--- src/hw/rtl/wlm_ram.sv ---
// generic single-port ram with registered read
module wlm_ram #(
    parameter int unsigned WIDTH = 32,
    parameter int unsigned DEPTH = 16
) (
    input  logic                     i_clk,
    input  logic                     i_we,
    input  logic [$clog2(DEPTH)-1:0] i_addr,
    input  logic [WIDTH-1:0]         i_wdata,
    output logic [WIDTH-1:0]         o_rdata
);
    logic [WIDTH-1:0] r_mem [DEPTH];

    // read before write, read registered
    always_ff @(posedge i_clk) begin
        if (i_we) begin
            r_mem[i_addr] <= i_wdata;
        end
        o_rdata <= r_mem[i_addr];
    end
endmodule

--- config.mk ---
export PLATFORM = sky130hd
export DESIGN_NAME = wlm_ram
export DESIGN_NICKNAME = d
export VERILOG_FILES = /design/src/hw/rtl/wlm_ram.sv
export SDC_FILE = /design/constraint.sdc
export NUM_CORES = 1
export LEC_CHECK = 0
export BUFFER_PORTS_ARGS = -buffer_cell sky130_fd_sc_hd__buf_2
export CAP_MARGIN = 20
export CORE_MARGIN = 1.5
export CORE_UTILIZATION = 45
export DETAILED_ROUTE_END_ITERATION = 12
export PLACE_DENSITY = 0.72
export SKIP_CTS_REPAIR_TIMING = 1
export SLEW_MARGIN = 10
export SYNTH_ARGS = -nofsm -noshare
export SYNTH_HDL_FRONTEND = slang
export SYNTH_SLANG_ARGS = --single-unit
--- constraint.sdc ---
create_clock -name i_clk -period 6.4 [get_ports i_clk]
set_clock_uncertainty 0.2 [all_clocks]
set_input_delay 0.96 -clock i_clk [delete_from_list [all_inputs] [get_ports i_clk]]
set_output_delay 0.96 -clock i_clk [all_outputs]
set_load 0.01 [all_outputs]
==> flow_metrics.tcl <==
set metrics [dict create \
    status "complete, no violations" \
    crit_type "in2reg" \
    max_cap_violations 0 \
    grt_pass1_wl_um 60500 \
    cts-root-buf "clkbuf_16" \
    vias 8897 \
    synthXorXnorAreaFrac 0 \
    synth_fp_nets 878 \
    instances_no_fill 1571 \
    io_pins 70 \
    drive_above_1_share 0.320 \
    switching_share 0.200 \
    layout_min_cycle_time_ps 3250 \
    drt_iter0_markers 750 \
    ys.warnings.count 0 \
    critPathRequiredTime_ps 6420 \
    power.switching_mw 1.48 \
    antenna_found_initial 2 \
    design.die.area_mm2 0.0454 \
    r2r_slack_ps 4790 \
    place_area_mm2 0.0211 \
    dp.cells 1470 \
    synthTopCellsByArea "edfxtp_1, mux4_2, dfxtp_1" \
    p_leak_nw 7.30 \
    min_path_type "reg2reg" \
    clock_sinks 544 \
    cts_made_buffers 51 \
    cp_slowest_cell "clkbuf_8" \
    synth_adder_area_share 0 \
    yosysTopAreaCellShare 0.774 \
    syn-cell-area_mm2 0.0199 \
    ir_worst_vdd_mv 0.248 \
    rows 76 \
    cts_tree "built" \
    power_mw 7.37 \
    synth-seq-cells 544 \
    power.share.clock 0.408 \
    synth-seq-area-share 0.806 \
    yosys.area.top_type "edfxtp_1" \
    fin_crit_sh 0.508 \
    sequentialPowerShare 0.544 \
    synth.area.mux_share 0.145 \
    yosysUniqueCellTypes 17 \
    regToRegEndpoint "o_rdata[14]" \
    die_h_um 213 \
    synth_compound_area_frac 0.0242 \
    final_cell_mix "edfxtp_1, mux4_2, buf_2, a22oi_1, clkbuf_16" \
    powerDensity_mw_per_mm2 322 \
    core_region_area_mm2 0.0433 \
    postSynthAreaPerCell_um2 23.6 \
    crit_chain "clkbuf_8, nand2b_1, nor2_4, buf_4" \
    intPower_mw 5.89 \
    fin_ws_ps 3150 \
    hold_violations 0 \
    r2r_start "r_mem[3][14]" \
    place_hpwl_um 21800 \
    holdPathStages 3 \
    critical_path.top_delay_family "buffers and inverters" \
    rsz0062_at_grt "false" \
    drtAntennaViolNets 0 \
    fin_setup_tns_ps 0 \
    cp_max_fo 75 \
    hold_path_end "o_rdata[10]" \
    slowest_delay_ps 650 \
    path_clk_slew_ps 60 \
    die_x_um 213 \
    synthCells 840 \
    design_area_mm2 0.0228 \
    io_buffers 69 \
    final-setup-viol-count 0 \
    clock_latency_ps 570 \
    tightest_slew_ps 1190 \
    final_net_count 979 \
    min_from "r_mem[14][10]" \
    dp_slack_ps 2530 \
    final_common_cell "edfxtp_1" \
    drv_slew 0 \
    wire_per_inst_um 25.7 \
    power_frac_comb 0.048 \
    via_per_inst 5.66 \
    cts_htree_levels 2 \
    grt_pass1_vias 9412 \
    slew_headroom 0.207 \
    drcViolationCount 0 \
    start_util 0.459 \
    firstDrtPassIters 4 \
    place.gp.congestion 0.722 \
    cts.path.max_buffers 3 \
    fmax_mhz 308 \
    critical_path_cell_count 4 \
    r2r_cells 3 \
    grt_usage 0.185 \
    crit_path_end_kind "register" \
    synth_top_family_by_area "multiplexers" \
    arrival_ps 3270 \
    yosys.area_share.simple 0.0127 \
    area_growth_pct 15.0 \
    routed_wl_um 40300 \
    grt_max_degree 76 \
    overflow 0 \
    path_buf_inv 2 \
    start_kind "primary input" \
]
==> synthesized netlist by cell type <==
master,count
mux4_2,128
dfxtp_1,32
a22oi_1,64
buf_6,6
nor2b_1,2
nand3_1,1
buf_2,11
nor2_1,13
nand3b_1,2
clkbuf_1,27
buf_4,1
nand2_1,33
and2_1,1
nand2b_1,2
nor3_1,4
edfxtp_1,512
or3b_2,1
==> registers in the layout (all words and copies together), names as in the netlist <==
register	flops
o_rdata	32
r_mem	512
==> logic make-up (layout without fill, tap and decap cells) <==
group | Yosys count | in the layout
buf+inv | 45 | 189
mux | 128 | 128
other cells | 0 | 2
flops | 544 | 544
compound gates | 64 | 64
simple gates | 59 | 59
==> worst reg2reg max path, stage by stage (launching register included) <==
cell and delay [ps]:
edfxtp_1 370, mux4_2 470, a22oi_1 330, nand2_1 110
==> how the worst max path moves through the flow <==
stage / endpoint / slack (ps) / start
final: r_mem[13][13] / 3150 / i_addr[0]
after CTS: r_mem[15][9] / 3130 / i_addr[0]
after detailed placement: r_mem[15][10] / 2530 / i_addr[0]
after global routing: r_mem[13][13] / 2980 / i_addr[0]
after floorplan: r_mem[0][0] / 2000 / i_addr[1]
after global placement: r_mem[12][12] / 2480 / i_addr[0]
==> stage by stage <==
stage,utilization,hold WS [ps]
finish,0.528,458
floorplan,-,435
detailed placement,0.487,456
global route,0.528,486
global placement,0.485,448
CTS,0.526,465
==> power by group through the flow <==
stage	sequential, mW	combinational [mW]	clock, mW
final	4.01	0.352	3.00
after global routing	4.01	0.381	3.19
after CTS	4.01	0.355	3.06
after detailed placement	4.09	0.354	0
after global placement	4.08	0.345	0
after floorplan	4.09	0.192	0
==> metal layers <==
layer	vias up	part of all wire	wire length, µm	track usage
met4	2	0.026	1030	0.0594
met5	-	0.00017	7	0
met2	312	0.50	20200	0.303
met1	4727	0.41	16600	0.253
met3	72	0.061	2450	0.0337
li1	3784	-	-	-
==> area by class of cell <==
type,count,area [µm²]
fillers,3217,20400
flip-flops and latches,544,16000
multi-input cells,251,3760
clock buffers,71,1430
well taps,585,732
repair buffers,93,651
clock inverters,25,253
diodes,2,5.00
Note: power is estimated with default switching activity, not from simulation.
